## config.mk

```make
export PLATFORM = sky130hd
export DESIGN_NAME = radio_link_offline_tracker
export DESIGN_NICKNAME = d
export VERILOG_FILES = /design/src/hw/rtl/rlot_pkg.sv /design/src/hw/rtl/rlot_cfg_regs.sv /design/src/hw/rtl/rlot_state.sv /design/src/hw/rtl/radio_link_offline_tracker.sv
export SDC_FILE = /design/constraint.sdc
export NUM_CORES = 1
export LEC_CHECK = 0
export ABC_AREA = 1
export ABC_CLOCK_PERIOD_IN_PS = 7780
export BUFFER_PORTS_ARGS = -buffer_cell sky130_fd_sc_hd__buf_2
export CAP_MARGIN = 5
export CORE_ASPECT_RATIO = 0.8
export CORE_MARGIN = 4
export CORE_UTILIZATION = 40
export CTS_BUF_LIST = sky130_fd_sc_hd__clkbuf_8 sky130_fd_sc_hd__clkbuf_16
export DETAILED_ROUTE_END_ITERATION = 6
export GPL_TIMING_DRIVEN = 1
export PLACE_DENSITY = 0.55
export SLEW_MARGIN = 30
export SYNTH_ARGS = -nofsm -noshare
export SYNTH_HDL_FRONTEND = slang
export SYNTH_SLANG_ARGS = --single-unit
```

## constraint.sdc

```tcl
create_clock -name clk -period 7.78 [get_ports clk]
set_clock_uncertainty 0.05 [all_clocks]
set_input_delay 1.167 -clock clk [delete_from_list [all_inputs] [get_ports clk]]
set_output_delay 1.167 -clock clk [all_outputs]
set_load 0.05 [all_outputs]
```

## src/hw/rtl/rlot_pkg.sv

```systemverilog
package rlot_pkg;

  localparam int unsigned IdW   = 16;
  localparam int unsigned ZoneW = 8;
  localparam int unsigned TickW = 32;
  localparam int unsigned CntW  = 8;
  localparam int unsigned OpW   = 4;
  localparam int unsigned CfgAddrW = 3;
  localparam int unsigned CfgDataW = 32;

  localparam logic [OpW-1:0] OP_SET_PEER   = 4'd0;
  localparam logic [OpW-1:0] OP_CLEAR_PEER = 4'd1;
  localparam logic [OpW-1:0] OP_LEARN      = 4'd2;
  localparam logic [OpW-1:0] OP_ACK        = 4'd3;
  localparam logic [OpW-1:0] OP_MISS       = 4'd4;
  localparam logic [OpW-1:0] OP_USER_RETRY = 4'd5;
  localparam logic [OpW-1:0] OP_CHECK      = 4'd6;
  localparam logic [OpW-1:0] OP_REPORT     = 4'd7;
  localparam logic [OpW-1:0] OP_NEXT_ZONE  = 4'd8;

  localparam logic [CfgAddrW-1:0] REG_LOCAL_ID       = 3'd0;
  localparam logic [CfgAddrW-1:0] REG_BROADCAST_ID   = 3'd1;
  localparam logic [CfgAddrW-1:0] REG_MAX_ZONE       = 3'd2;
  localparam logic [CfgAddrW-1:0] REG_LEARN_WINDOW   = 3'd3;
  localparam logic [CfgAddrW-1:0] REG_AUTO_START     = 3'd4;
  localparam logic [CfgAddrW-1:0] REG_REPORT_IVL     = 3'd5;
  localparam logic [CfgAddrW-1:0] REG_OFFLINE_LIMIT  = 3'd6;
  localparam logic [CfgAddrW-1:0] REG_OFFLINE_RETRY  = 3'd7;

  typedef struct packed {
    logic [IdW-1:0]   local_id;
    logic [IdW-1:0]   broadcast_id;
    logic [ZoneW-1:0] max_zone;
    logic [TickW-1:0] learn_window_ms;
    logic [TickW-1:0] auto_start_tick;
    logic [15:0]      report_interval_ticks;
    logic [CntW-1:0]  offline_ack_limit;
    logic [TickW-1:0] offline_retry_ticks;
  } cfg_t;

  typedef struct packed {
    logic [OpW-1:0]   op;
    logic [IdW-1:0]   id_value;
    logic [TickW-1:0] now_ms;
    logic [TickW-1:0] watchdog_tick;
    logic [ZoneW-1:0] zone_value;
  } evt_t;

  typedef struct packed {
    logic             learn_accepted;
    logic             peer_known;
    logic [IdW-1:0]   peer_id;
    logic [IdW-1:0]   report_target;
    logic             peer_offline;
    logic             retry_due;
    logic             report_due;
    logic [CntW-1:0]  missed_acks;
    logic [ZoneW-1:0] pair_zone;
    logic [ZoneW-1:0] zone_assigned;
  } res_t;

endpackage

```

## src/hw/rtl/rlot_cfg_regs.sv

```systemverilog
module rlot_cfg_regs (
  input  logic                            clk,
  input  logic                            rst_n,
  input  logic                            cfg_we,
  input  logic [rlot_pkg::CfgAddrW-1:0]   cfg_addr,
  input  logic [rlot_pkg::CfgDataW-1:0]   cfg_wdata,
  output rlot_pkg::cfg_t                  cfg_o
);

  rlot_pkg::cfg_t cfg_r, cfg_nxt;

  always_comb begin
    cfg_nxt = cfg_r;
    if (cfg_we) begin
      case (cfg_addr)
        rlot_pkg::REG_LOCAL_ID:      cfg_nxt.local_id = cfg_wdata[15:0];
        rlot_pkg::REG_BROADCAST_ID:  cfg_nxt.broadcast_id = cfg_wdata[15:0];
        rlot_pkg::REG_MAX_ZONE:      cfg_nxt.max_zone = cfg_wdata[7:0];
        rlot_pkg::REG_LEARN_WINDOW:  cfg_nxt.learn_window_ms = cfg_wdata;
        rlot_pkg::REG_AUTO_START:    cfg_nxt.auto_start_tick = cfg_wdata;
        rlot_pkg::REG_REPORT_IVL:    cfg_nxt.report_interval_ticks = cfg_wdata[15:0];
        rlot_pkg::REG_OFFLINE_LIMIT: cfg_nxt.offline_ack_limit = cfg_wdata[7:0];
        rlot_pkg::REG_OFFLINE_RETRY: cfg_nxt.offline_retry_ticks = cfg_wdata;
        default: cfg_nxt = cfg_r;
      endcase
    end
  end

  always_ff @(posedge clk) begin
    if (!rst_n) begin
      cfg_r.local_id              <= 16'd0;
      cfg_r.broadcast_id          <= 16'hFFFF;
      cfg_r.max_zone              <= 8'd8;
      cfg_r.learn_window_ms       <= 32'd0;
      cfg_r.auto_start_tick       <= 32'd0;
      cfg_r.report_interval_ticks <= 16'd1;
      cfg_r.offline_ack_limit     <= 8'd3;
      cfg_r.offline_retry_ticks   <= 32'd1;
    end else begin
      cfg_r <= cfg_nxt;
    end
  end

  assign cfg_o = cfg_r;

endmodule

```

## src/hw/rtl/rlot_state.sv

```systemverilog
module rlot_state (
  input  logic           clk,
  input  logic           rst_n,
  input  logic           en,
  input  rlot_pkg::cfg_t cfg,
  input  rlot_pkg::evt_t ev,
  output rlot_pkg::res_t res
);

  logic [15:0] peer_id_r, peer_id_nxt;
  logic        known_r, known_nxt;
  logic [7:0]  miss_r, miss_nxt;
  logic        offline_r, offline_nxt;
  logic [31:0] retry_r, retry_nxt;
  logic [31:0] last_r, last_nxt;
  logic [7:0]  pzone_r, pzone_nxt;
  logic [7:0]  azone_r, azone_nxt;

  logic        id_ok, accepted, retry_set, report_set;
  logic [7:0]  miss_inc;
  logic [31:0] retry_at_tick, neg_retry, since_retry, since_start, since_last;
  logic        old_retry_reached, retry_reached, ivl_ok, rdue;

  assign id_ok         = (ev.id_value != cfg.broadcast_id) && (ev.id_value != cfg.local_id);
  assign retry_at_tick = ev.watchdog_tick + cfg.offline_retry_ticks;
  assign neg_retry     = 32'd0 - cfg.offline_retry_ticks;
  assign since_retry   = ev.watchdog_tick - retry_r;
  assign since_start   = ev.watchdog_tick - cfg.auto_start_tick;
  assign since_last    = ev.watchdog_tick - last_r;
  assign old_retry_reached = !since_retry[31];
  assign miss_inc      = (miss_r < cfg.offline_ack_limit) ? miss_r + 8'd1 : miss_r;

  always_comb begin
    peer_id_nxt = peer_id_r;
    known_nxt   = known_r;
    miss_nxt    = miss_r;
    offline_nxt = offline_r;
    retry_nxt   = retry_r;
    last_nxt    = last_r;
    pzone_nxt   = pzone_r;
    azone_nxt   = azone_r;
    accepted    = 1'b0;
    retry_set   = 1'b0;
    report_set  = 1'b0;
    case (ev.op)
      rlot_pkg::OP_SET_PEER: begin
        peer_id_nxt = ev.id_value;
        known_nxt   = id_ok;
      end
      rlot_pkg::OP_CLEAR_PEER: begin
        peer_id_nxt = cfg.broadcast_id;
        known_nxt   = 1'b0;
      end
      rlot_pkg::OP_LEARN: begin
        if (!known_r && (ev.now_ms < cfg.learn_window_ms) && id_ok) begin
          peer_id_nxt = ev.id_value;
          known_nxt   = 1'b1;
          accepted    = 1'b1;
        end
      end
      rlot_pkg::OP_ACK: begin
        miss_nxt    = 8'd0;
        offline_nxt = 1'b0;
        if ((ev.zone_value != 8'd0) && (ev.zone_value <= cfg.max_zone)) begin
          azone_nxt = ev.zone_value;
          pzone_nxt = ev.zone_value;
        end
      end
      rlot_pkg::OP_MISS: begin
        miss_nxt = miss_inc;
        if (miss_inc >= cfg.offline_ack_limit) begin
          offline_nxt = 1'b1;
          retry_nxt   = retry_at_tick;
          retry_set   = 1'b1;
        end
      end
      rlot_pkg::OP_USER_RETRY: begin
        miss_nxt    = 8'd0;
        offline_nxt = 1'b0;
      end
      rlot_pkg::OP_REPORT: begin
        if (offline_r && old_retry_reached) begin
          retry_nxt = retry_at_tick;
          retry_set = 1'b1;
        end
        last_nxt   = ev.watchdog_tick;
        report_set = 1'b1;
      end
      rlot_pkg::OP_NEXT_ZONE: begin
        if ((pzone_r == 8'd0) || (pzone_r >= cfg.max_zone)) begin
          pzone_nxt = 8'd1;
        end else begin
          pzone_nxt = pzone_r + 8'd1;
        end
      end
      default: ;
    endcase
  end

  // a freshly scheduled retry sits offline_retry_ticks ahead of this tick
  assign retry_reached = retry_set ? !neg_retry[31] : old_retry_reached;
  assign rdue          = offline_nxt && retry_reached;
  assign ivl_ok        = report_set ? (cfg.report_interval_ticks == 16'd0)
                                    : (since_last >= {16'd0, cfg.report_interval_ticks});

  always_comb begin
    res.learn_accepted = accepted;
    res.peer_known     = known_nxt;
    res.peer_id        = peer_id_nxt;
    res.report_target  = known_nxt ? peer_id_nxt : cfg.broadcast_id;
    res.peer_offline   = offline_nxt;
    res.retry_due      = rdue;
    res.report_due     = (!offline_nxt || rdue) && !since_start[31] && ivl_ok;
    res.missed_acks    = miss_nxt;
    res.pair_zone      = pzone_nxt;
    res.zone_assigned  = azone_nxt;
  end

  always_ff @(posedge clk) begin
    if (!rst_n) begin
      peer_id_r <= 16'hFFFF;
      known_r   <= 1'b0;
      miss_r    <= 8'd0;
      offline_r <= 1'b0;
      retry_r   <= 32'd0;
      last_r    <= 32'd0;
      pzone_r   <= 8'd0;
      azone_r   <= 8'd0;
    end else if (en) begin
      peer_id_r <= peer_id_nxt;
      known_r   <= known_nxt;
      miss_r    <= miss_nxt;
      offline_r <= offline_nxt;
      retry_r   <= retry_nxt;
      last_r    <= last_nxt;
      pzone_r   <= pzone_nxt;
      azone_r   <= azone_nxt;
    end
  end

endmodule

```

## src/hw/rtl/radio_link_offline_tracker.sv

```systemverilog
// Radio link offline tracker, slave side.
// Input channel (in_*): one event per transfer, op plus id, time, tick and
// zone. Result channel (out_*): one full link status per event, in order.
// Configuration (cfg_*): write enable, register index and data; write only
// while no event is in flight.
// An accepted event is held in the input register; its status is computed
// and loaded into the result register when that register is free or drained.
// Throughput: one event per cycle while out_ready is high, set by the single
// state update stage between the input register and the result register.
// Reset (rst_n low at a clock edge) returns configuration and link state to
// their defaults and empties both register stages.
// When the receiver stalls the result register holds its status; one more
// event is taken into the input register, then in_ready falls until the
// result is transferred.
module radio_link_offline_tracker (
  input  logic                          clk,
  input  logic                          rst_n,
  input  logic                          cfg_we,
  input  logic [rlot_pkg::CfgAddrW-1:0] cfg_addr,
  input  logic [rlot_pkg::CfgDataW-1:0] cfg_wdata,
  input  logic                          in_valid,
  output logic                          in_ready,
  input  logic [3:0]                    in_op,
  input  logic [15:0]                   in_id_value,
  input  logic [31:0]                   in_now_ms,
  input  logic [31:0]                   in_watchdog_tick,
  input  logic [7:0]                    in_zone_value,
  output logic                          out_valid,
  input  logic                          out_ready,
  output logic                          out_learn_accepted,
  output logic                          out_peer_known,
  output logic [15:0]                   out_peer_id,
  output logic [15:0]                   out_report_target,
  output logic                          out_peer_offline,
  output logic                          out_retry_due,
  output logic                          out_report_due,
  output logic [7:0]                    out_missed_acks,
  output logic [7:0]                    out_pair_zone,
  output logic [7:0]                    out_zone_assigned
);

  rlot_pkg::cfg_t cfg;
  rlot_pkg::evt_t ev_r, ev_nxt;
  rlot_pkg::res_t res, res_r;
  logic           ev_vld_r, out_vld_r, advance, take;

  rlot_cfg_regs u_cfg (
    .clk       (clk),
    .rst_n     (rst_n),
    .cfg_we    (cfg_we),
    .cfg_addr  (cfg_addr),
    .cfg_wdata (cfg_wdata),
    .cfg_o     (cfg)
  );

  assign advance  = ev_vld_r && (!out_vld_r || out_ready);
  assign in_ready = !ev_vld_r || advance;
  assign take     = in_valid && in_ready;

  always_comb begin
    ev_nxt.op            = in_op;
    ev_nxt.id_value      = in_id_value;
    ev_nxt.now_ms        = in_now_ms;
    ev_nxt.watchdog_tick = in_watchdog_tick;
    ev_nxt.zone_value    = in_zone_value;
  end

  rlot_state u_state (
    .clk   (clk),
    .rst_n (rst_n),
    .en    (advance),
    .cfg   (cfg),
    .ev    (ev_r),
    .res   (res)
  );

  always_ff @(posedge clk) begin
    if (!rst_n) begin
      ev_vld_r  <= 1'b0;
      out_vld_r <= 1'b0;
    end else begin
      if (take) begin
        ev_vld_r <= 1'b1;
      end else if (advance) begin
        ev_vld_r <= 1'b0;
      end
      if (advance) begin
        out_vld_r <= 1'b1;
      end else if (out_ready) begin
        out_vld_r <= 1'b0;
      end
    end
  end

  always_ff @(posedge clk) begin
    if (take) begin
      ev_r <= ev_nxt;
    end
    if (advance) begin
      res_r <= res;
    end
  end

  assign out_valid          = out_vld_r;
  assign out_learn_accepted = res_r.learn_accepted;
  assign out_peer_known     = res_r.peer_known;
  assign out_peer_id        = res_r.peer_id;
  assign out_report_target  = res_r.report_target;
  assign out_peer_offline   = res_r.peer_offline;
  assign out_retry_due      = res_r.retry_due;
  assign out_report_due     = res_r.report_due;
  assign out_missed_acks    = res_r.missed_acks;
  assign out_pair_zone      = res_r.pair_zone;
  assign out_zone_assigned  = res_r.zone_assigned;

endmodule

```

== After elaboration in Yosys (flattened, before gate mapping) ==
Index checks and enable logic that the tools add are counted.

* Register bits after elaboration: 421
* Bits in latches: 0
* Bits in writable memories: 0
* ROM bits: 0
* Output and inout bits: 63
* Logic and storage cells: 132
* Memories: 0

* Add/subtract/negate cells: 7
* $mul: 0
* Div/mod/pow operators: 0
* $lt $le $gt $ge: 6
* Equality and inequality tests: 18
* Shift-type cells: 0
* Muxes and demuxes: 28
* Bitwise gates (word level): 0
* Reductions and logical operators: 40

{| class="wikitable"
|+ Operator list
! operator !! number
|-
| $sub 32x32->32 || 3
|-
| $mux 32 || 2
|-
| $pmux 32 s2 || 1
|-
| $pmux 16 s3 || 1
|-
| $mux 8 || 5
|-
| $add 32x32->32 || 1
|-
| $ge 32x16->1 || 1
|-
| $lt 32x32->1 || 1
|-
| $mux 16 || 2
|-
| $ne 16x16->1 || 2
|-
| $pmux 8 s2 || 2
|-
| $sub 1x32->32 const A || 1
|-
| $reduce_and 2->1 || 9
|-
| $add 8x1->8 const B || 2
|-
| $ge 8x8->1 || 2
|-
| $logic_not 16->1 || 1
|-
| $eq 3x3->1 const B || 4
|-
| $eq 4x3->1 const B || 3
|-
| $mux 1 || 12
|-
| $logic_and 1x1->1 || 10
|-
| $eq 4x2->1 const B || 2
|-
| $le 8x8->1 || 1
|-
| $logic_not 8->1 || 1
|-
| $lt 8x8->1 || 1
|-
| 15 further kinds || 29
|}

== Depth between registers and ports, before layout ==
* Depth in word-level cells: 10
* Mapped depth: 24
* Depth with buffers taken out: 24

== Hierarchy ==
From an unflattened synthesis, not the netlist that was laid out.

* Cell total of the unflattened synthesis: 3,350
* Area, all modules: 24,678.7 µm²

{| class="wikitable"
|+ By module, submodules not included
! module !! instances !! cells an instance !! area an instance (µm²)
|-
| rlot_state || 1 || 2,291 || 13,777.0
|-
| rlot_cfg_regs || 1 || 893 || 6,212.2
|-
| radio_link_offline_tracker || 1 || 166 || 4,689.5
|}

== Worst setup path after synthesis ==
Ideal clock, no wire load.

* Kind: input to register
* From: input out_ready
* To: register ev_r[0] in the netlist's numbering, enable pin
* Setup time: 0.445 ns
* Arrival time: 3.547 ns
* Setup slack: 3.738 ns
* Stages on the path: 4
* Cell sequence: inv_1 -> nand3_1 -> nand2_1 -> inv_1

* Cells in the longest elaborated chain, start to end: 4

{| class="wikitable"
|+ RTL lines
! item !! RTL line !! text
|-
| start: declaration || radio_link_offline_tracker.sv:29 || <nowiki>input logic out_ready,</nowiki>
|-
| $logic_or 1x1->1 || radio_link_offline_tracker.sv:56 || <nowiki>assign advance = ev_vld_r && (!out_vld_r || out_ready);</nowiki>
|-
| $logic_and 1x1->1 || radio_link_offline_tracker.sv:56 ||
|-
| $logic_or 1x1->1 || radio_link_offline_tracker.sv:57 || <nowiki>assign in_ready = !ev_vld_r || advance;</nowiki>
|-
| net in_ready || radio_link_offline_tracker.sv:22 || <nowiki>output logic in_ready,</nowiki>
|-
| $logic_and 1x1->1 || radio_link_offline_tracker.sv:58 || <nowiki>assign take = in_valid && in_ready;</nowiki>
|-
| net take || radio_link_offline_tracker.sv:45 || <nowiki>logic ev_vld_r, out_vld_r, advance, take;</nowiki>
|-
| end signal: assignment || radio_link_offline_tracker.sv:97 || <nowiki>ev_r <= ev_nxt;</nowiki>
|-
| end: declaration || radio_link_offline_tracker.sv:43 || <nowiki>rlot_pkg::evt_t ev_r, ev_nxt;</nowiki>
|}

The timed path passes the listed nets, and every way through them passes these cells.
A chain may end at the register's enable or synchronous reset.

== Final worst setup path ==
* From: register u_cfg.cfg_r, in the netlist u_cfg.cfg_o[35]
* To: register u_state.retry_r[26]

* Cells in the longest elaborated chain, start to end: 5

{| class="wikitable"
|+ RTL lines
! item !! RTL line !! text
|-
| start: declaration || rlot_cfg_regs.sv:10 || <nowiki>rlot_pkg::cfg_t cfg_r, cfg_nxt;</nowiki>
|-
| start signal: assignment || rlot_cfg_regs.sv:40 || <nowiki>cfg_r <= cfg_nxt;</nowiki>
|-
| $lt 8x8->1 || rlot_state.sv:31 || <nowiki>assign miss_inc = (miss_r < cfg.offline_ack_limit) ? miss_r + 8'd1 : miss_r;</nowiki>
|-
| $mux 8 || rlot_state.sv:31 ||
|-
| $ge 8x8->1 (*) || rlot_state.sv:71 || <nowiki>if (miss_inc >= cfg.offline_ack_limit) begin</nowiki>
|-
| $ne 2x1->1 (no line) (*) || n/a ||
|-
| $reduce_and 4->1 (no line) (*) || n/a ||
|-
| end signal: assignment || rlot_state.sv:134 || <nowiki>retry_r <= retry_nxt;</nowiki>
|-
| end: declaration || rlot_state.sv:14 || <nowiki>logic [31:0] retry_r, retry_nxt;</nowiki>
|}

Mark *: on every way between the ends. The rest lies on a longest branch, timed or not.

==> flow_summary.yaml <==
logic_synthesis:
  synth-simple-area-share: 0.206
  synth-edff-count: 153
  netlist_instances: 3071
  ys_ff_latch: 421
  synth-compound-area-share: 0.149
  asyncSetResetFlopFracSynth: 0
  mappedNetlistArea_mm2: 0.0237
  sequential_to_total_area_share_from_yosys_stat: 0.420
  main_combinational_cell_family_by_area_after_synthesis: "simple AND/OR/NAND/NOR gates"
  postSynthAreaPerCell_um2: 7.72
  post_synth_mux_area_share: 0
  yosys_most_used_dff: "sky130_fd_sc_hd__dfxtp_1"
  post_synthesis_cell_type_count: 56
  synth_fa_ha_area_frac: 0.109
  synth.yosys.warnings: 0
  postSynthNetCount: 3408
  synth-xor-area-share: 0.0310
clock_tree:
  postCtsSetupRepairBufs: 0
  cts_sink_count: 421
  cts-root-to-sink-buffers: 3
  cts_tree: "yes"
  cts.hold.buffers_added: 0
  ctsRootBufferMaster: "sky130_fd_sc_hd__clkbuf_16"
  cts_htree_levels: 2
  clk_latency_ns: 0.60
  clkTransAtPathRegs_ns: 0.06
  cts.repair.resized: 0
  tritoncts.num_buffers: 47
place:
  dp_hpwl_um: 56200
  count_of_buffers_inserted_at_the_top_level_ports: 194
  dp_slack_ns: 3.65
  placement.cell_area_mm2: 0.0254
  gp_congestion: 0.921
  dpl.cell_count: 3957
floorplanning:
  ios: 195
  design.die.area_mm2: 0.0633
  fp.coreArea_mm2: 0.0584
  start_util: 0.406
  die-height_um: 226
  die_width_um: 280
  number_of_core_rows: 79
critical_path:
  nature_of_the_critical_path_endpoint: "flop"
  r2r-start: "u_cfg.cfg_o[35]"
  crit_fanout: 35
  worst_r2r_path_depth: 19
  worst_ep_arrival_time_ns: 4.46
  reg2reg_setup_slack_ns: 3.74
  start_kind: "flop"
  crit_start: "u_cfg.cfg_o[35]"
  setup.worst_path.end: "u_state.retry_r[26]"
  critPathKind: "flop to flop"
  timing.rr.end: "u_state.retry_r[26]"
  worst_ep_required_time_ns: 8.20
final_layout:
  post_route_cells_drive_above_1_share: 0.0965
  antenna_cells_inserted: 0
  area_delta_synth_final_pct: 14.1
  instances_no_fill: 4045
  final_area_mm2: 0.0270
  layout.nets: 3575
global_routing:
  pin_count_of_the_biggest_net_entering_global_routing: 83
  grt_pass1_wl_um: 114000
  antenna_found_initial: 2
  globalRoute.totalOverflow: 0
  globalRouteTotalUtil: 0.229
  via_count_of_the_first_global_routing_pass: 20000
drt:
  routed_wire_length_per_instance_um: 18.3
  drtIter0Drc: 1840
  drt_pre_antenna_iters: 7
  drt_wl_total_um: 74100
  drt.antenna.violating_nets: 0
  post_drt_via_cell_ratio: 5.19
  via_count: 21000
  post-route-drc-count: 0
pwr:
  totalPowerFinal_mw: 5.75
  total_power_divided_by_cell_area_mw_per_mm2: 212
  p_leak_nw: 12.1
  vdd_ir_drop_max_uv: 134
sta:
  share_of_the_cycle_needed_by_the_critical_path_after_routing: 0.520
  final.setup.worst_slack_ns: 3.74
  grt_setup_unrepaired: "false"
  timing.slew.headroom: 0.354
  final-hold-violation-count: 0
  worstMarginPinSlew_ns: 0.968
  final_period_minus_worst_setup_slack_ns: 4.04
  slew_violations: 0
  final-setup-viol-count: 0
  fmax_ghz: 0.247
  final.setup.tns_ns: 0
status:
  status: "finished, final reports clean"
job:
  maxCapViolations: 0
min_path:
  hp-class: "flop to flop"
==> stage by stage <==
stage	utilization	hold WS (ns)
after detailed placement	0.434	0.402
after CTS	0.463	0.411
after global placement	0.434	0.395
after floorplan	-	0.383
after global routing	0.463	0.434
final	0.463	0.410
==> state kept, by name, indices dropped and copies added, names as in the netlist, 8 cells and up <==
register,count
u_cfg.cfg_o,160
ev_r,92
u_state.last_r,32
u_state.retry_r,32
out_peer_id,16
out_report_target,16
u_state.peer_id_r,16
out_missed_acks,8
out_pair_zone,8
out_zone_assigned,8
u_state.azone_r,8
u_state.miss_r,8
u_state.pzone_r,8
==> where the power goes <==
part / total, mW / switching [mW] / internal (mW)
Sequential: 2.47 / 0.0805 / 2.39
Combinational: 0.894 / 0.606 / 0.288
Clock: 2.38 / 0.969 / 1.41
==> area by class of cell <==
class | instances | area [um^2]
Clock buffer | 54 | 1310
Clock inverter | 33 | 352
Fill cell | 5772 | 31400
Inverter | 435 | 1640
Multi-Input combinational cell | 2124 | 11700
Sequential cell | 421 | 9960
Tap cell | 769 | 962
Timing Repair Buffer | 209 | 1090
==> worst max-delay path, stage by stage, from the launching register on <==
cell	delay [ns]
sky130_fd_sc_hd__dfxtp_1	0.31
sky130_fd_sc_hd__inv_1	0.06
sky130_fd_sc_hd__ha_1	0.31
sky130_fd_sc_hd__nand2_1	0.06
sky130_fd_sc_hd__o21ai_0	0.25
sky130_fd_sc_hd__nand4_1	0.12
sky130_fd_sc_hd__nand2_1	0.21
sky130_fd_sc_hd__inv_1	0.18
sky130_fd_sc_hd__o21ai_0	0.24
sky130_fd_sc_hd__inv_1	0.08
sky130_fd_sc_hd__ha_1	0.30
sky130_fd_sc_hd__nand2_1	0.08
sky130_fd_sc_hd__o21ai_0	0.17
sky130_fd_sc_hd__nand2_1	0.07
sky130_fd_sc_hd__o2111ai_1	0.13
sky130_fd_sc_hd__nand2_1	0.22
sky130_fd_sc_hd__a21oi_4	0.79
sky130_fd_sc_hd__nand2_1	0.12
sky130_fd_sc_hd__nand2_1	0.09
sky130_fd_sc_hd__nor2_1	0.05
==> how the worst min path moves through the flow <==
stage / cells after the start / start / to
3_5_place_dp: 2 / u_state.last_r[14] / u_state.last_r[14]
6_report: 2 / u_state.last_r[14] / u_state.last_r[14]
2_1_floorplan: 2 / u_state.last_r[10] / u_state.last_r[10]
5_1_grt: 2 / u_cfg.cfg_o[86] / u_cfg.cfg_o[86]
4_1_cts: 2 / u_state.last_r[14] / u_state.last_r[14]
3_3_place_gp: 2 / u_state.last_r[14] / u_state.last_r[14]
==> per-layer routing <==
layer | routed length [um] | vias to the layer above | global-route usage
met5 | 27 | - | 0
met4 | 1360 | 4 | 0.0505
met3 | 4550 | 98 | 0.0299
met2 | 31600 | 542 | 0.350
met1 | 36500 | 9845 | 0.346
li1 | - | 10500 | -
==> kinds of logic after synthesis <==
kind of cell,Yosys count
compound gates,660
simple gates,1175
fa+ha+maj,205
flops,421
buf+inv,526
xor+xnor,84
==> cell usage in the layout, fill, tap and decap left out, drive strengths merged, types with 4 or more instances in the layout <==
cell type  netlist  final
a21boi          20     20
a21o             4      4
a21oi          308    308
a221oi          16     16
buf             14    209
bufinv           0      6
clkbuf          77     54
clkinv           3     18
dfxtp          268    268
edfxtp         153    153
ha             203    203
inv            432    442
nand2          618    618
nand3          165    165
nand3b          10     10
nand4           20     20
nor2           305    305
nor3            30     30
nor4            19     19
o211ai           7      7
o21a             4      4
o21ai          275    275
o21bai           8      8
o22ai            5      5
xnor2           10     10
xor2            74     74
==> cell usage after synthesis, types with 7 or more instances <==
master / n / area (um^2)
sky130_fd_sc_hd__a21boi_0: 20 / 150
sky130_fd_sc_hd__a21oi_1: 305 / 1530
sky130_fd_sc_hd__a221oi_1: 16 / 140
sky130_fd_sc_hd__clkbuf_1: 76 / 285
sky130_fd_sc_hd__dfxtp_1: 268 / 5370
sky130_fd_sc_hd__edfxtp_1: 153 / 4590
sky130_fd_sc_hd__ha_1: 203 / 2540
sky130_fd_sc_hd__inv_1: 425 / 1600
sky130_fd_sc_hd__nand2_1: 614 / 2300
sky130_fd_sc_hd__nand3_1: 163 / 816
sky130_fd_sc_hd__nand3b_1: 10 / 75.1
sky130_fd_sc_hd__nand4_1: 19 / 119
sky130_fd_sc_hd__nor2_1: 301 / 1130
sky130_fd_sc_hd__nor3_1: 29 / 145
sky130_fd_sc_hd__nor4_1: 19 / 119
sky130_fd_sc_hd__o211ai_1: 7 / 52.6
sky130_fd_sc_hd__o21ai_0: 267 / 1340
sky130_fd_sc_hd__o21ai_1: 8 / 40.0
sky130_fd_sc_hd__o21bai_1: 8 / 60.1
sky130_fd_sc_hd__xnor2_1: 10 / 87.6
sky130_fd_sc_hd__xor2_1: 74 / 648
Note: power is estimated with default switching activity, not from simulation.
